`config.mk`:
```
export PLATFORM = sky130hd
export DESIGN_NAME = reed_muller_generator_rows_core
export DESIGN_NICKNAME = d
export VERILOG_FILES = /design/src/rtl/rmg_pkg.sv /design/src/rtl/rmg_front.sv /design/src/rtl/rmg_req_fifo.sv /design/src/rtl/rmg_back.sv /design/src/rtl/reed_muller_generator_rows_core.sv
export VERILOG_INCLUDE_DIRS = /design/src /design/src/rtl
export SDC_FILE = /design/constraint.sdc
export NUM_CORES = 1
export LEC_CHECK = 0
export ABC_AREA = 0
export BUFFER_PORTS_ARGS = -buffer_cell sky130_fd_sc_hd__buf_2
export CAP_MARGIN = 5
export CORE_ASPECT_RATIO = 0.75
export CORE_MARGIN = 1.5
export CORE_UTILIZATION = 30
export CTS_CLUSTER_SIZE = 10
export DETAILED_ROUTE_END_ITERATION = 8
export PLACE_DENSITY = 0.52
export SYNTH_ARGS = -nofsm -noshare
export SYNTH_HDL_FRONTEND = slang
export SYNTH_SLANG_ARGS = --single-unit
```
`constraint.sdc`:
```
create_clock -name clk -period 6.62 [get_ports clk]
set_clock_uncertainty 0.05 [all_clocks]
set_input_delay 0.662 -clock clk [delete_from_list [all_inputs] [get_ports clk]]
set_output_delay 0.662 -clock clk [all_outputs]
set_load 0.02 [all_outputs]
```
`src/rtl/reed_muller_generator_rows_core_defines.svh`:
```
// assertion macros for the reed-muller generator row core
// expects clk and arst_n in the scope of use
`ifndef REED_MULLER_GENERATOR_ROWS_CORE_DEFINES_SVH
`define REED_MULLER_GENERATOR_ROWS_CORE_DEFINES_SVH

`ifndef SYNTHESIS
`define RMG_ASSERT_IMPL(lbl, ante, cons) \
	lbl: assert property (@(posedge clk) disable iff (!arst_n) (ante) |-> (cons)) \
		else $error("rmg assertion failed");
`define RMG_ASSERT_NEXT(lbl, ante, cons) \
	lbl: assert property (@(posedge clk) disable iff (!arst_n) (ante) |=> (cons)) \
		else $error("rmg assertion failed");
`else
`define RMG_ASSERT_IMPL(lbl, ante, cons)
`define RMG_ASSERT_NEXT(lbl, ante, cons)
`endif

`endif

```
`src/rtl/rmg_pkg.sv`:
```
// shared types, constants and row functions for the reed-muller row generator
// no dependencies
`timescale 1ns / 1ps
`default_nettype none

package rmg_pkg;

	localparam int MAX_VARS  = 6;
	localparam int VAR_W     = 3;
	localparam int MASK_W    = MAX_VARS;
	localparam int ROW_W     = 1 << MAX_VARS;
	localparam int IDX_W     = MAX_VARS;
	localparam int REQ_DEPTH = 2;
	localparam int PTR_W     = (REQ_DEPTH > 1) ? $clog2(REQ_DEPTH) : 1;
	localparam int CNT_W     = $clog2(REQ_DEPTH + 1);

	typedef struct packed {
		logic [VAR_W-1:0]  order;
		logic [VAR_W-1:0]  vars;
		logic [MASK_W-1:0] last_mask;
	} req_t;

	typedef struct packed {
		logic valid;
		req_t req;
	} push_t;

	typedef struct packed {
		logic full;
		logic empty;
		req_t head;
	} fifo_stat_t;

	typedef struct packed {
		logic busy;
		logic pop;
	} back_stat_t;

	typedef enum logic {
		ST_IDLE,
		ST_SCAN
	} back_state_t;

	function automatic logic [VAR_W:0] popcount(input logic [MASK_W-1:0] mask);
		logic [VAR_W:0] n;
		n = '0;
		for (int i = 0; i < MASK_W; i++) begin
			n = n + {{VAR_W{1'b0}}, mask[i]};
		end
		return n;
	endfunction

	// highest subset of size order: the top order variables of vars
	function automatic logic [MASK_W-1:0] top_mask(input logic [VAR_W-1:0] order,
			input logic [VAR_W-1:0] vars);
		logic [MASK_W-1:0] m;
		m = '0;
		for (int i = 0; i < MASK_W; i++) begin
			m[i] = (i < int'(vars)) && (i >= int'(vars) - int'(order));
		end
		return m;
	endfunction

	// monomial row: column j set when j is below 2**vars and all variables of mask are one in j
	function automatic logic [ROW_W-1:0] mono_row(input logic [MASK_W-1:0] mask,
			input logic [VAR_W-1:0] vars);
		logic [ROW_W-1:0] row;
		logic [MASK_W:0]  jv;
		row = '0;
		for (int j = 0; j < ROW_W; j++) begin
			jv = (MASK_W + 1)'(j);
			row[j] = ((jv >> vars) == '0) && ((jv[MASK_W-1:0] & mask) == mask);
		end
		return row;
	endfunction

endpackage

`default_nettype wire

```
`src/rtl/rmg_front.sv`:
```
// request intake: clamps order and variable count, precomputes the final subset
// depends on rmg_pkg
`timescale 1ns / 1ps
`default_nettype none

module rmg_front import rmg_pkg::*; (
	input  wire logic             req_valid,
	output logic                  req_stall,
	input  wire logic [VAR_W-1:0] order_r,
	input  wire logic [VAR_W-1:0] num_vars_m,
	input  wire logic             fifo_full,
	output push_t                 push
);

	logic [VAR_W-1:0] vars_c;
	logic [VAR_W-1:0] order_c;

	always_comb begin
		vars_c  = (num_vars_m > VAR_W'(MAX_VARS)) ? VAR_W'(MAX_VARS) : num_vars_m;
		order_c = (order_r > vars_c) ? vars_c : order_r;
	end

	assign req_stall               = fifo_full;
	assign push.valid              = req_valid && !fifo_full;
	assign push.req.order          = order_c;
	assign push.req.vars           = vars_c;
	assign push.req.last_mask      = top_mask(order_c, vars_c);

endmodule

`default_nettype wire

```
`src/rtl/rmg_req_fifo.sv`:
```
// short request queue between intake and row scan
// depends on rmg_pkg
`timescale 1ns / 1ps
`default_nettype none

module rmg_req_fifo import rmg_pkg::*; (
	input  wire logic  clk,
	input  wire logic  arst_n,
	input  wire push_t push,
	input  wire logic  pop,
	output fifo_stat_t stat
);

	req_t             mem_q [REQ_DEPTH];
	logic [PTR_W-1:0] wr_ptr_q;
	logic [PTR_W-1:0] rd_ptr_q;
	logic [CNT_W-1:0] count_q;
	logic             do_push;
	logic             do_pop;

	assign stat.full  = (count_q == CNT_W'(REQ_DEPTH));
	assign stat.empty = (count_q == '0);
	assign stat.head  = mem_q[rd_ptr_q];
	assign do_push    = push.valid && !stat.full;
	assign do_pop     = pop && !stat.empty;

	always_ff @(posedge clk) begin
		if (do_push) begin
			mem_q[wr_ptr_q] <= push.req;
		end
	end

	always_ff @(posedge clk or negedge arst_n) begin
		if (!arst_n) begin
			wr_ptr_q <= '0;
			rd_ptr_q <= '0;
			count_q  <= '0;
		end else begin
			if (do_push) begin
				wr_ptr_q <= (wr_ptr_q == PTR_W'(REQ_DEPTH - 1)) ? '0 : wr_ptr_q + 1'b1;
			end
			if (do_pop) begin
				rd_ptr_q <= (rd_ptr_q == PTR_W'(REQ_DEPTH - 1)) ? '0 : rd_ptr_q + 1'b1;
			end
			if (do_push && !do_pop) begin
				count_q <= count_q + 1'b1;
			end else if (do_pop && !do_push) begin
				count_q <= count_q - 1'b1;
			end
		end
	end

endmodule

`default_nettype wire

```
`src/rtl/rmg_back.sv`:
```
// row scan: walks variable subsets in increasing order, emits those within the order
// depends on rmg_pkg
`timescale 1ns / 1ps
`default_nettype none

module rmg_back import rmg_pkg::*; (
	input  wire logic              clk,
	input  wire logic              arst_n,
	input  wire fifo_stat_t        fifo_stat,
	output back_stat_t             stat,
	output logic                   row_valid,
	input  wire logic              row_stall,
	output logic [ROW_W-1:0]       row_bits,
	output logic [IDX_W-1:0]       row_index,
	output logic                   last_row
);

	back_state_t       state_q;
	back_state_t       state_d;
	req_t              cur_q;
	logic [MASK_W-1:0] mask_q;
	logic [IDX_W-1:0]  idx_q;
	logic              out_valid_q;
	logic [ROW_W-1:0]  row_q;
	logic [IDX_W-1:0]  index_q;
	logic              last_q;

	logic in_order;
	logic out_free;
	logic is_last;
	logic load_out;
	logic advance;

	always_comb begin
		in_order = popcount(mask_q) <= {1'b0, cur_q.order};
		out_free = !out_valid_q || !row_stall;
		is_last  = (mask_q == cur_q.last_mask);
	end

	always_comb begin
		state_d = state_q;
		unique case (state_q)
			ST_IDLE: begin
				if (!fifo_stat.empty) state_d = ST_SCAN;
			end
			ST_SCAN: begin
				if (in_order && out_free && is_last) state_d = ST_IDLE;
			end
			default: state_d = ST_IDLE;
		endcase
	end

	always_comb begin
		stat.pop  = 1'b0;
		stat.busy = 1'b0;
		load_out  = 1'b0;
		advance   = 1'b0;
		unique case (state_q)
			ST_IDLE: begin
				stat.pop = !fifo_stat.empty;
			end
			ST_SCAN: begin
				stat.busy = 1'b1;
				load_out  = in_order && out_free;
				// subsets above the order are skipped without using the output
				advance   = !in_order || out_free;
			end
			default: ;
		endcase
	end

	always_ff @(posedge clk or negedge arst_n) begin
		if (!arst_n) begin
			state_q     <= ST_IDLE;
			out_valid_q <= 1'b0;
		end else begin
			state_q <= state_d;
			if (load_out) begin
				out_valid_q <= 1'b1;
			end else if (!row_stall) begin
				out_valid_q <= 1'b0;
			end
		end
	end

	always_ff @(posedge clk) begin
		if (stat.pop) begin
			cur_q  <= fifo_stat.head;
			mask_q <= '0;
			idx_q  <= '0;
		end else begin
			if (advance) mask_q <= mask_q + 1'b1;
			if (load_out) idx_q <= idx_q + 1'b1;
		end
		if (load_out) begin
			row_q   <= mono_row(mask_q, cur_q.vars);
			index_q <= idx_q;
			last_q  <= is_last;
		end
	end

	assign row_valid = out_valid_q;
	assign row_bits  = row_q;
	assign row_index = index_q;
	assign last_row  = last_q;

endmodule

`default_nettype wire

```
`src/rtl/reed_muller_generator_rows_core.sv`:
```
// top level of the reed-muller generator row core: intake, request queue, row scan
// depends on rmg_pkg, rmg_front, rmg_req_fifo, rmg_back and the defines header
//
// channel  direction  handshake             payload
// request  in         req_valid / req_stall order_r, num_vars_m
// row      out        row_valid / row_stall row_bits, row_index, last_row
//
// a request leaves the queue once the scan is idle, then the scan counter walks the variable
// subsets from the empty one up to the last one of size r, one per cycle while the output is free.
// rows leave at most one per cycle from the output register; a held row stalls the scan.
// up to two requests wait in the queue while a scan runs.
// reset clears the queue, the scan state and the output valid.
`timescale 1ns / 1ps
`default_nettype none
`include "reed_muller_generator_rows_core_defines.svh"

module reed_muller_generator_rows_core import rmg_pkg::*; (
	input  wire logic             clk,
	input  wire logic             arst_n,
	input  wire logic             req_valid,
	output logic                  req_stall,
	input  wire logic [VAR_W-1:0] order_r,
	input  wire logic [VAR_W-1:0] num_vars_m,
	output logic                  row_valid,
	input  wire logic             row_stall,
	output logic [ROW_W-1:0]      row_bits,
	output logic [IDX_W-1:0]      row_index,
	output logic                  last_row
);

	push_t      push;
	fifo_stat_t fifo_stat;
	back_stat_t back_stat;

	rmg_front u_front (
		.req_valid  (req_valid),
		.req_stall  (req_stall),
		.order_r    (order_r),
		.num_vars_m (num_vars_m),
		.fifo_full  (fifo_stat.full),
		.push       (push)
	);

	rmg_req_fifo u_fifo (
		.clk    (clk),
		.arst_n (arst_n),
		.push   (push),
		.pop    (back_stat.pop),
		.stat   (fifo_stat)
	);

	rmg_back u_back (
		.clk       (clk),
		.arst_n    (arst_n),
		.fifo_stat (fifo_stat),
		.stat      (back_stat),
		.row_valid (row_valid),
		.row_stall (row_stall),
		.row_bits  (row_bits),
		.row_index (row_index),
		.last_row  (last_row)
	);

	// only the empty subset covers column zero, and it is always the first row
	`RMG_ASSERT_IMPL(a_col0_first, row_valid, row_bits[0] == (row_index == '0))
	// a pending row that is not the last means the scan is still running
	`RMG_ASSERT_IMPL(a_scan_busy, row_valid && !last_row, back_stat.busy)
	`RMG_ASSERT_IMPL(a_pop_nonempty, back_stat.pop, !fifo_stat.empty)
	`RMG_ASSERT_NEXT(a_push_lands, req_valid && !req_stall, !fifo_stat.empty)

endmodule

`default_nettype wire
```
# Word level (Yosys, flattened, before mapping)
# Memories as Yosys holds them, arrays and structs flattened. A register that Yosys moved wholly into a read port is not among the register bits.
# Cells that the tools add are included.
# word_totals
elab_cells	336
mem_count	1
out_inout_bits	73
ram_bits	24
regBits	89
inputBits	10
# classes
reduce_logical	208
magnitude_cmp	15
eq_ne	3
mux	16
n_shift	64
bitwise_logic	7
add_sub_neg	12
# mem_list
memory	words	word_bits	read_ports	rd_ports_with_merged_regs	write_ports	line_no	source
u_fifo.mem_q	2	12	1	1	1	rmg_req_fifo.sv:14	req_t mem_q [REQ_DEPTH];
# ops
operator	n
$logic_not 7->1	64
$shr 6x3->7 const A	32
$shr 5x3->7 const A	16
$logic_and 1x1->1	76
$ge 3x32->1 const A	2
$ge 4x32->1 const A	2
$logic_not 3->1	20
$logic_not 4->1	15
$shr 4x3->7 const A	8
$ge 1x32->1 const A	1
$ge 2x32->1 const A	1
$logic_not 2->1	16
$logic_not 5->1	6
$shr 3x3->7 const A	4
$add 4x1->4	4
$shr 1x3->7 const A	2
$shr 2x3->7 const A	2
$add 6x1->6 const B	2
$mux 1	11
$logic_not 1->1	7
$not 1->1	7
$eq 6x6->1	1
$logic_not 6->1	1
$lt 1x3->1 const A	2
other kinds (17)	23

# Depth between registers and ports, before layout
# Gate-level depths: netlist of run 1.
# logic_depth
ltp_word	10
mapped_depth	16
ltp_nobuf	15

# Hierarchy
# A second synthesis of run 1 with hierarchy kept.
# hier_totals
hier_cells	498
hier_area_um2	6138.4
# modules_own_cells
module	cells_each	area_per_inst_um2	n_inst	seq_area_each_um2
rmg_back	374	4546.9	1	2782.7
rmg_req_fifo	56	1107.3	1	820.8
rmg_front	68	484.2	1	0.0

# Least setup slack after synthesis of run 1
# Ideal clock, no wire load.
# synth_path
path_kind	register -> register
from	register u_back.mask_q[0]
to	register u_back.idx_q[3]
path_stages_with_launch	17
period_less_slack_ns	5.351
setup_time_ns	0.126
arrival_time_ns	5.175
setup_slack_ns	1.269
cell_sequence	dfxtp_1 -> clkbuf_1 -> inv_1 -> ha_1 -> inv_1 -> fa_1 -> fa_1 -> inv_1 -> fa_1 -> ha_1 -> nor2b_1 -> o21ai_0 -> a32oi_1 -> nand3b_1 -> inv_1 -> nand4_1 -> mux2i_1
# synth_between
elab_chain_len	8
# synth_rtl
item	line_no	source
start, declared	rmg_back.sv:21	logic [MASK_W-1:0] mask_q;
start signal, assigned	rmg_back.sv:92	if (advance) mask_q <= mask_q + 1'b1;
$add 1x1->2	rmg_pkg.sv:48	n = n + {{VAR_W{1'b0}}, mask[i]};
$add 4x1->4 (4 in series)	rmg_pkg.sv:48	
$le 4x3->1	rmg_back.sv:35	in_order = popcount(mask_q) <= {1'b0, cur_q.order};
$logic_and 1x1->1	rmg_back.sv:64	load_out = in_order && out_free;
$mux 1	rmg_back.sv:58	unique case (state_q)
net u_back.load_out	rmg_back.sv:31	logic load_out;
end signal, assigned	rmg_back.sv:93	if (load_out) idx_q <= idx_q + 1'b1;
end, declared	rmg_back.sv:22	logic [IDX_W-1:0] idx_q;
# The timed path passes the listed nets, and every way through them passes these cells.
# A chain may end at the register's enable or synchronous reset.

# Final worst setup path of run 1
# layout_path
from	register u_back.mask_q[0]
to	register u_back.row_q[14] (netlist: u_back.row_bits[14]), enable pin
# layout_between
elab_chain_len	8
# layout_rtl
item	line_no	source
$add 1x1->2	rmg_pkg.sv:48	
$add 4x1->4 (4 in series)	rmg_pkg.sv:48	
$le 4x3->1	rmg_back.sv:35	
$logic_and 1x1->1	rmg_back.sv:64	
$mux 1	rmg_back.sv:58	
net u_back.load_out	rmg_back.sv:31	
end signal, assigned	rmg_back.sv:96	row_q <= mono_row(mask_q, cur_q.vars);
end, declared	rmg_back.sv:24	logic [ROW_W-1:0] row_q;
# The timed path passes the listed nets, and every way through them passes these cells.

==> results.cfg, run 1 <==
[sta]
rsz_0062_raised_after_global_routing = false
report.final.slew_viol_count = 0
fin_setup_tns_ns = 0
fmax_mhz = 208
fin_worst_hold_slack_ns = 0.425
final.min_clock_period_ns = 4.82
number_of_setup_violations_in_the_final_report = 0
tightest_slew_ns = 1.03
slew_headroom_pct = 31.0
layout_worst_path_cycle_share_pct = 72.8
final_hold_viol_count = 0

[finish]
syn_to_final_growth_pct = 21.2
nets = 601
final_layout_size_suffix_gt1_share_pct = 23.8
antennaDiodeCount = 0
finalCoreUtilization_pct = 36.9

[global_route]
grt_pass1_wl_um = 21700
first_global_vias = 3938
grt_antenna_before_repair = 0
gr-total-overflow = 0
pin_count_of_the_biggest_net_entering_global_routing = 38
globalRouteTotalUtil_pct = 14.4

[worst_hold_path]
hold_class = reg -> reg
hold_path_end = u_back.row_index[5]
worst_hold_startpoint = u_back.idx_q[5]
depth_of_the_worst_hold_timing_path = 0

[synthesis]
synth.avg_cell_area_sq_um = 12.2
synth_async_reset_ratio_pct = 4.80
synth.area.top_cells = sky130_fd_sc_hd__edfxtp_1 (55%), sky130_fd_sc_hd__ha_1 (5.6%), sky130_fd_sc_hd__dfxtp_1 (4.1%)
synth.net_count = 517
netlist_area_sq_um = 5850
synth_top_cell_by_area = sky130_fd_sc_hd__edfxtp_1
synth_cells = 478
synth_edf_count = 107
synth.top_cell.area_share_pct = 54.9
synth_warnings = 0
synth_seq_area_share_pct = 61.6
synth_unique_cells = 59
postSynth.topFlopCell = sky130_fd_sc_hd__edfxtp_1
number_of_synthesized_register_bits = 125

[floorplan]
area_of_the_placeable_core_sq_um = 19200
io_pins = 83
die_footprint_sq_um = 20400
floorplan.die.width_um = 164
initial_util_pct = 30.5
die_height_um = 124
fp-row-count = 44

[clock_tree]
cts_tree = built
clk-insertion-delay-late_ns = 0.42
clock_path_buffers = 2
cts_sinks = 125
clock_root_buffer = sky130_fd_sc_hd__clkbuf_16
cts_hold_buffers = 1
cts_max_level = 4
post_cts.resized_instances = 0
cts_setup_buffers = 0
cts_inserted_buffers = 17
clk_pin_slew_ns = 0.05

[power]
seqPwrFrac_pct = 40.3
internal-power_uw = 2420
p_clk_share_pct = 22.1
vdd.ir_drop.worst_v = 0.000480
static-leakage-power_uw = 0.00278
switching_share_pct = 40.3
switching_power_uw = 1630
comb_power_share_pct = 37.5
power.density_nw_per_um2 = 571

[placement]
io_buffer_count = 82
gp_routability_congestion = 0.902
dp.final_hpwl_um = 9910

[setup_path]
timing.critical_path.required_ns = 6.64
endpoint_kind = flop
worst-r2r-cell-count = 14
r2r-end = u_back.row_bits[14]
cp-startpoint = u_back.mask_q[0]
worst_path_max_stage_delay_ns = 0.74
worstPathArrival_ns = 4.83
critPathSlowestCell = sky130_fd_sc_hd__dfxtp_1
timing.reg2reg.setup_slack_ns = 1.80
reg_to_reg_critical_path_startpoint = u_back.mask_q[0]
crit_chain = inv_1 -> ha_1 -> inv_1 -> fa_1 -> fa_1 -> inv_1 -> fa_1 -> ha_1 -> nor2b_1 -> o21ai_0 -> a32oi_1 -> nand3b_1 -> inv_2 -> buf_4
critical_path.max_fanout = 37
critPathKind = reg -> reg
crit_path_start_kind = flop

[detailed_routing]
routed_wire_length_per_instance_um = 17.0
detail_route.first_pass.iterations = 5
num_vias = 4075
wl_met1_um = 6950
dr_wl_met3_um = 1090
drt.antenna.violating_nets = 0
drtIter0Drc = 413
route.final.wire_length_um = 14100
post-route-drc-count = 0
maxUsedRoutingLayer = met4
viasPerCell = 4.92
dr_wl_met2_um = 5840

[outcome]
outcome = complete, no violations

[job]
max_cap_violations = 0
logic make-up after synthesis:
group,synth area share [%]
simple gates,15.6
flops,61.6
compound gates,6.91
buf+inv,3.53
fa+ha+maj,6.59
mux,3.96
xor+xnor,1.80
cell usage after synthesis, types with 4 or more instances:
cell,n
sky130_fd_sc_hd__or3_1,6
sky130_fd_sc_hd__nor2_1,39
sky130_fd_sc_hd__ha_1,26
sky130_fd_sc_hd__nand4_1,8
sky130_fd_sc_hd__nor4b_1,6
sky130_fd_sc_hd__o21ai_0,16
sky130_fd_sc_hd__edfxtp_1,107
sky130_fd_sc_hd__nand2b_1,9
sky130_fd_sc_hd__nand3_1,6
sky130_fd_sc_hd__clkbuf_1,18
sky130_fd_sc_hd__dfxtp_1,12
sky130_fd_sc_hd__inv_1,28
sky130_fd_sc_hd__nand2_1,42
sky130_fd_sc_hd__xor2_1,4
sky130_fd_sc_hd__nor3_1,31
sky130_fd_sc_hd__dfrtp_1,6
sky130_fd_sc_hd__or4_1,4
sky130_fd_sc_hd__xnor2_1,8
sky130_fd_sc_hd__nand3b_1,5
sky130_fd_sc_hd__a211oi_1,4
sky130_fd_sc_hd__a21oi_1,10
sky130_fd_sc_hd__nor4_1,15
sky130_fd_sc_hd__mux2_2,13
sky130_fd_sc_hd__mux2i_1,7
flip-flops by register name, indices dropped and copies added, names as in the netlist:
| register | cells |
|---|---|
| u_back.last_row | 1 |
| u_back.row_valid | 1 |
| u_back.idx_q | 6 |
| u_fifo.rd_ptr_q | 1 |
| u_back.mask_q | 6 |
| u_back.row_bits | 64 |
| u_fifo.count_q | 2 |
| u_fifo.wr_ptr_q | 1 |
| u_back.state_q | 1 |
| u_fifo.mem_q | 24 |
| u_back.row_index | 6 |
| u_back.cur_q | 12 |
worst max path at each step:
stage / end / slack [ns]
after floorplan: u_back.idx_q[3] / 1.27
after global placement: u_back.row_bits[20] / 1.94
after detailed placement: u_back.row_bits[24] / 1.82
after CTS: u_back.row_bits[1] / 1.81
after global routing: u_back.row_bits[48] / 1.47
final: u_back.row_bits[14] / 1.80
power groups by stage:
stage	sequential (uW)	clock, uW	combinational [uW]
6_report	1630	897	1520
5_1_grt	1680	944	1700
4_1_cts	1640	912	1540
3_5_place_dp	1650	0	1530
3_3_place_gp	1640	0	1500
2_1_floorplan	1860	0	808
per-layer routing:
metal	vias up	global-route usage (%)
met5	-	0
met4	0	5.40
met3	28	5.13
met2	158	19.7
met1	1948	20.8
li1	1941	-
area by class of cell:
cell class	count	area, sq um
Fill cell	1835	12100
Sequential cell	125	3600
Multi-Input combinational cell	301	2040
Clock buffer	21	450
Timing Repair Buffer	87	450
Tap cell	253	317
Clock inverter	11	119
Inverter	30	113
worst max-delay path: cells and delay by family, from the launching register on:
family	cells	cell delay, ns
adders and majority gates	5	1.85
buffers and inverters	5	1.10
DFF	1	0.74
and+or+nand+nor	2	0.45
AOI/OAI and AO/OA	2	0.27
cell usage in the layout, fill, tap and decap left out, drive strengths merged, types with 3 or more instances in the layout:
cell type	n
nand3b	5
nor3	31
nand2	42
nor4b	6
xor2	4
dfrtp	6
a31oi	3
nor4	15
clkinv	6
a2111oi	3
clkinvlp	4
nand3	6
nand2b	9
clkbuf	21
buf	86
nand4	8
o211ai	3
fa	3
nor2	39
mux2i	7
edfxtp	107
or4	4
o21ai	17
mux2	14
inv	29
a211oi	4
dfxtp	12
a21oi	11
xnor2	8
ha	26
or3	6
through the flow:
step / instances / worst slack, ns / area [sq um] / power [uW]
5_1_grt: 828 / 1.47 / 7090 / 4320
6_report: 828 / 1.80 / 7090 / 4050
3_5_place_dp: 795 / 1.82 / 6510 / 3190
4_1_cts: 828 / 1.81 / 7090 / 4090
2_1_floorplan: 478 / 1.27 / 5850 / 2670
3_3_place_gp: 795 / 1.94 / 6510 / 3140
No activity file was read; power rests on OpenSTA's default activity.
==> inputs of run 2 (changes only) <==
==> constraint.sdc (replaced) <==
create_clock -name clk -period 4.8 [get_ports clk]
set_clock_uncertainty 0.05 [all_clocks]
set_input_delay 0.48 -clock clk [delete_from_list [all_inputs] [get_ports clk]]
set_output_delay 0.48 -clock clk [all_outputs]
set_load 0.02 [all_outputs]
==> run 2 against run 1 <==
  * Sequential power grew 29%
  * Sequential share of layout area shrank 0.82 points
  * Register-to-register slack lost 1.5 ns
  * Wire length shrank 0.59%
  * Die area is the same
  * Fmax grew 8.3%
  * Clock-buffer cell count shrank 2
  * Worst hold slack lost 0.090 ns
  * Non-clock buffer count grew 15
  * Clock power grew 37%
  * Design area grew 1.7%
  * Critical path type unchanged
  * Largest cell class unchanged
==> results.cfg, run 2 (same netlist as run 1, synthesis figures left out) <==
[outcome]
outcome = complete, no violations

[finish]
layout_commonest_cell = sky130_fd_sc_hd__edfxtp_1
antennaDiodeCount = 0
final_layout_size_suffix_gt1_share_pct = 25.4
layout.filler_cells = 1841
largest_reg_flops = 64
final-instance-count-excl-fill = 840
syn_to_final_growth_pct = 23.3
mostFrequentLayoutCells = sky130_fd_sc_hd__edfxtp_1 (107), sky130_fd_sc_hd__buf_2 (82), sky130_fd_sc_hd__nand2_1 (42)
nets = 616

[detailed_routing]
detail_route.first_pass.iterations = 5
post-route-drc-count = 0
drt.antenna.violating_nets = 0
viasPerCell = 4.95
routed_wire_length_per_instance_um = 16.7
num_vias = 4155
drtIter0Drc = 427
route.final.wire_length_um = 14000

[floorplan]
die_footprint_sq_um = 20400
floorplan.die.width_um = 164
die_height_um = 124
area_of_the_placeable_core_sq_um = 19200
initial_util_pct = 30.5
fp-row-count = 44
io_pins = 83

[setup_path]
critical_path.max_fanout = 26
endpoint_kind = flop
crit_path_start_kind = flop
worstPathArrival_ns = 4.56
critPathKind = reg -> reg
timing.critical_path.required_ns = 4.91

[sta]
tightest_slew_ns = 1.02
report.final.slew_viol_count = 0
fmax_mhz = 225
rsz_0062_raised_after_global_routing = false
fin_setup_tns_ns = 0
slew_headroom_pct = 31.5
final.min_clock_period_ns = 4.45
number_of_setup_violations_in_the_final_report = 0
final_hold_viol_count = 0
layout_worst_path_cycle_share_pct = 92.7

[power]
p_clk_share_pct = 21.1
switching_power_uw = 2250
internal-power_uw = 3550
power.density_nw_per_um2 = 805
vdd.ir_drop.worst_v = 0.000424
comb_power_share_pct = 42.4
static-leakage-power_uw = 0.00285
switching_share_pct = 38.8
seqPwrFrac_pct = 36.4

[global_route]
grt_antenna_before_repair = 0
grt_pass1_wl_um = 21300
first_global_vias = 3842
globalRouteTotalUtil_pct = 14.2
pin_count_of_the_biggest_net_entering_global_routing = 34
gr-total-overflow = 0

[clock_tree]
cts_tree = built
cts_max_level = 4
clk_pin_slew_ns = 0.05
clk-insertion-delay-late_ns = 0.41
cts_sinks = 125
post_cts.resized_instances = 0
clock_path_buffers = 2
cts_inserted_buffers = 17
cts_setup_buffers = 0
cts_hold_buffers = 1
clock_root_buffer = sky130_fd_sc_hd__clkbuf_16

[placement]
dp.final_hpwl_um = 10000
place_inst = 810
io_buffer_count = 82
gp_routability_congestion = 0.960

[job]
max_cap_violations = 0

[worst_hold_path]
hold_class = in -> reg
run 2: cell count changes in the layout (fill, tap and decap cells not counted), sizes merged:
cell and delta:
clkbuf -2, inv -1, buf +15, clkinvlp -2
bufinv +1, clkinv +1
run 2: worst max-delay path, cell delays in order, from the launching register on:
cell and delay [ns]:
sky130_fd_sc_hd__dfxtp_1 0.57, sky130_fd_sc_hd__inv_1 0.23, sky130_fd_sc_hd__fa_1 0.53, sky130_fd_sc_hd__fa_1 0.37, sky130_fd_sc_hd__inv_1 0.07, sky130_fd_sc_hd__fa_1 0.42
sky130_fd_sc_hd__ha_1 0.31, sky130_fd_sc_hd__nor2b_1 0.12, sky130_fd_sc_hd__o21ai_0 0.07, sky130_fd_sc_hd__a32oi_1 0.31, sky130_fd_sc_hd__nand3b_1 0.31, sky130_fd_sc_hd__clkinvlp_4 0.48
sky130_fd_sc_hd__buf_12 0.33
run 2: final timing paths:
kind	start	to	slack (ns)	depth (start not counted)
min	num_vars_m[1]	u_fifo.mem_q[0][7]	0.34	1
max in group asynchronous	arst_n	u_fifo.count_q[1]	4.18	2
min reg2reg	u_back.idx_q[5]	u_back.row_index[5]	0.41	0
max	u_back.mask_q[2]	u_back.row_bits[36]	0.35	12
max reg2reg	u_back.mask_q[2]	u_back.row_bits[36]	0.35	12
min in group asynchronous	arst_n	u_fifo.wr_ptr_q	0.37	2
run 2: per-stage QoR:
step           utilization [%]  cell area (sq um)  total power, uW  worst slack (ns)  hold WS (ns)
2_1_floorplan                -               5880             3700           0.00878         0.134
3_3_place_gp              34.6               6640             4540             0.459         0.264
3_5_place_dp              34.6               6640             4610             0.377         0.268
4_1_cts                   37.5               7210             5860             0.341         0.315
5_1_grt                   37.5               7210             6200            0.0387         0.350
6_report                  37.5               7210             5800             0.350         0.335
run 2: area by class of cell:
type | instances | area, sq um | share of cell area [%]
multi-input cells | 301 | 2040 | 28.3
flip-flops and latches | 125 | 3600 | 50.0
well taps | 253 | 317 | 4.39
inverters | 30 | 116 | 1.61
repair buffers | 102 | 576 | 7.98
clock buffers | 19 | 433 | 6.00
clock inverters | 10 | 125 | 1.73
run 2: power by group through the flow:
| stage | clock network, uW | logic, uW | registers [uW] |
|---|---|---|---|
| final | 1230 | 2460 | 2110 |
| after floorplan | 0 | 1140 | 2550 |
| after detailed placement | 0 | 2470 | 2140 |
| after global routing | 1300 | 2730 | 2170 |
| after CTS | 1250 | 2480 | 2130 |
| after global placement | 0 | 2410 | 2130 |
run 2: layer usage:
metal / up-vias / share of wire, % / track usage [%]
li1: 1975 / - / -
met1: 2005 / 48 / 19.9
met2: 159 / 43 / 20.0
met3: 16 / 8.1 / 5.53
met4: 0 / 1.0 / 4.89
met5: - / 0 / 0
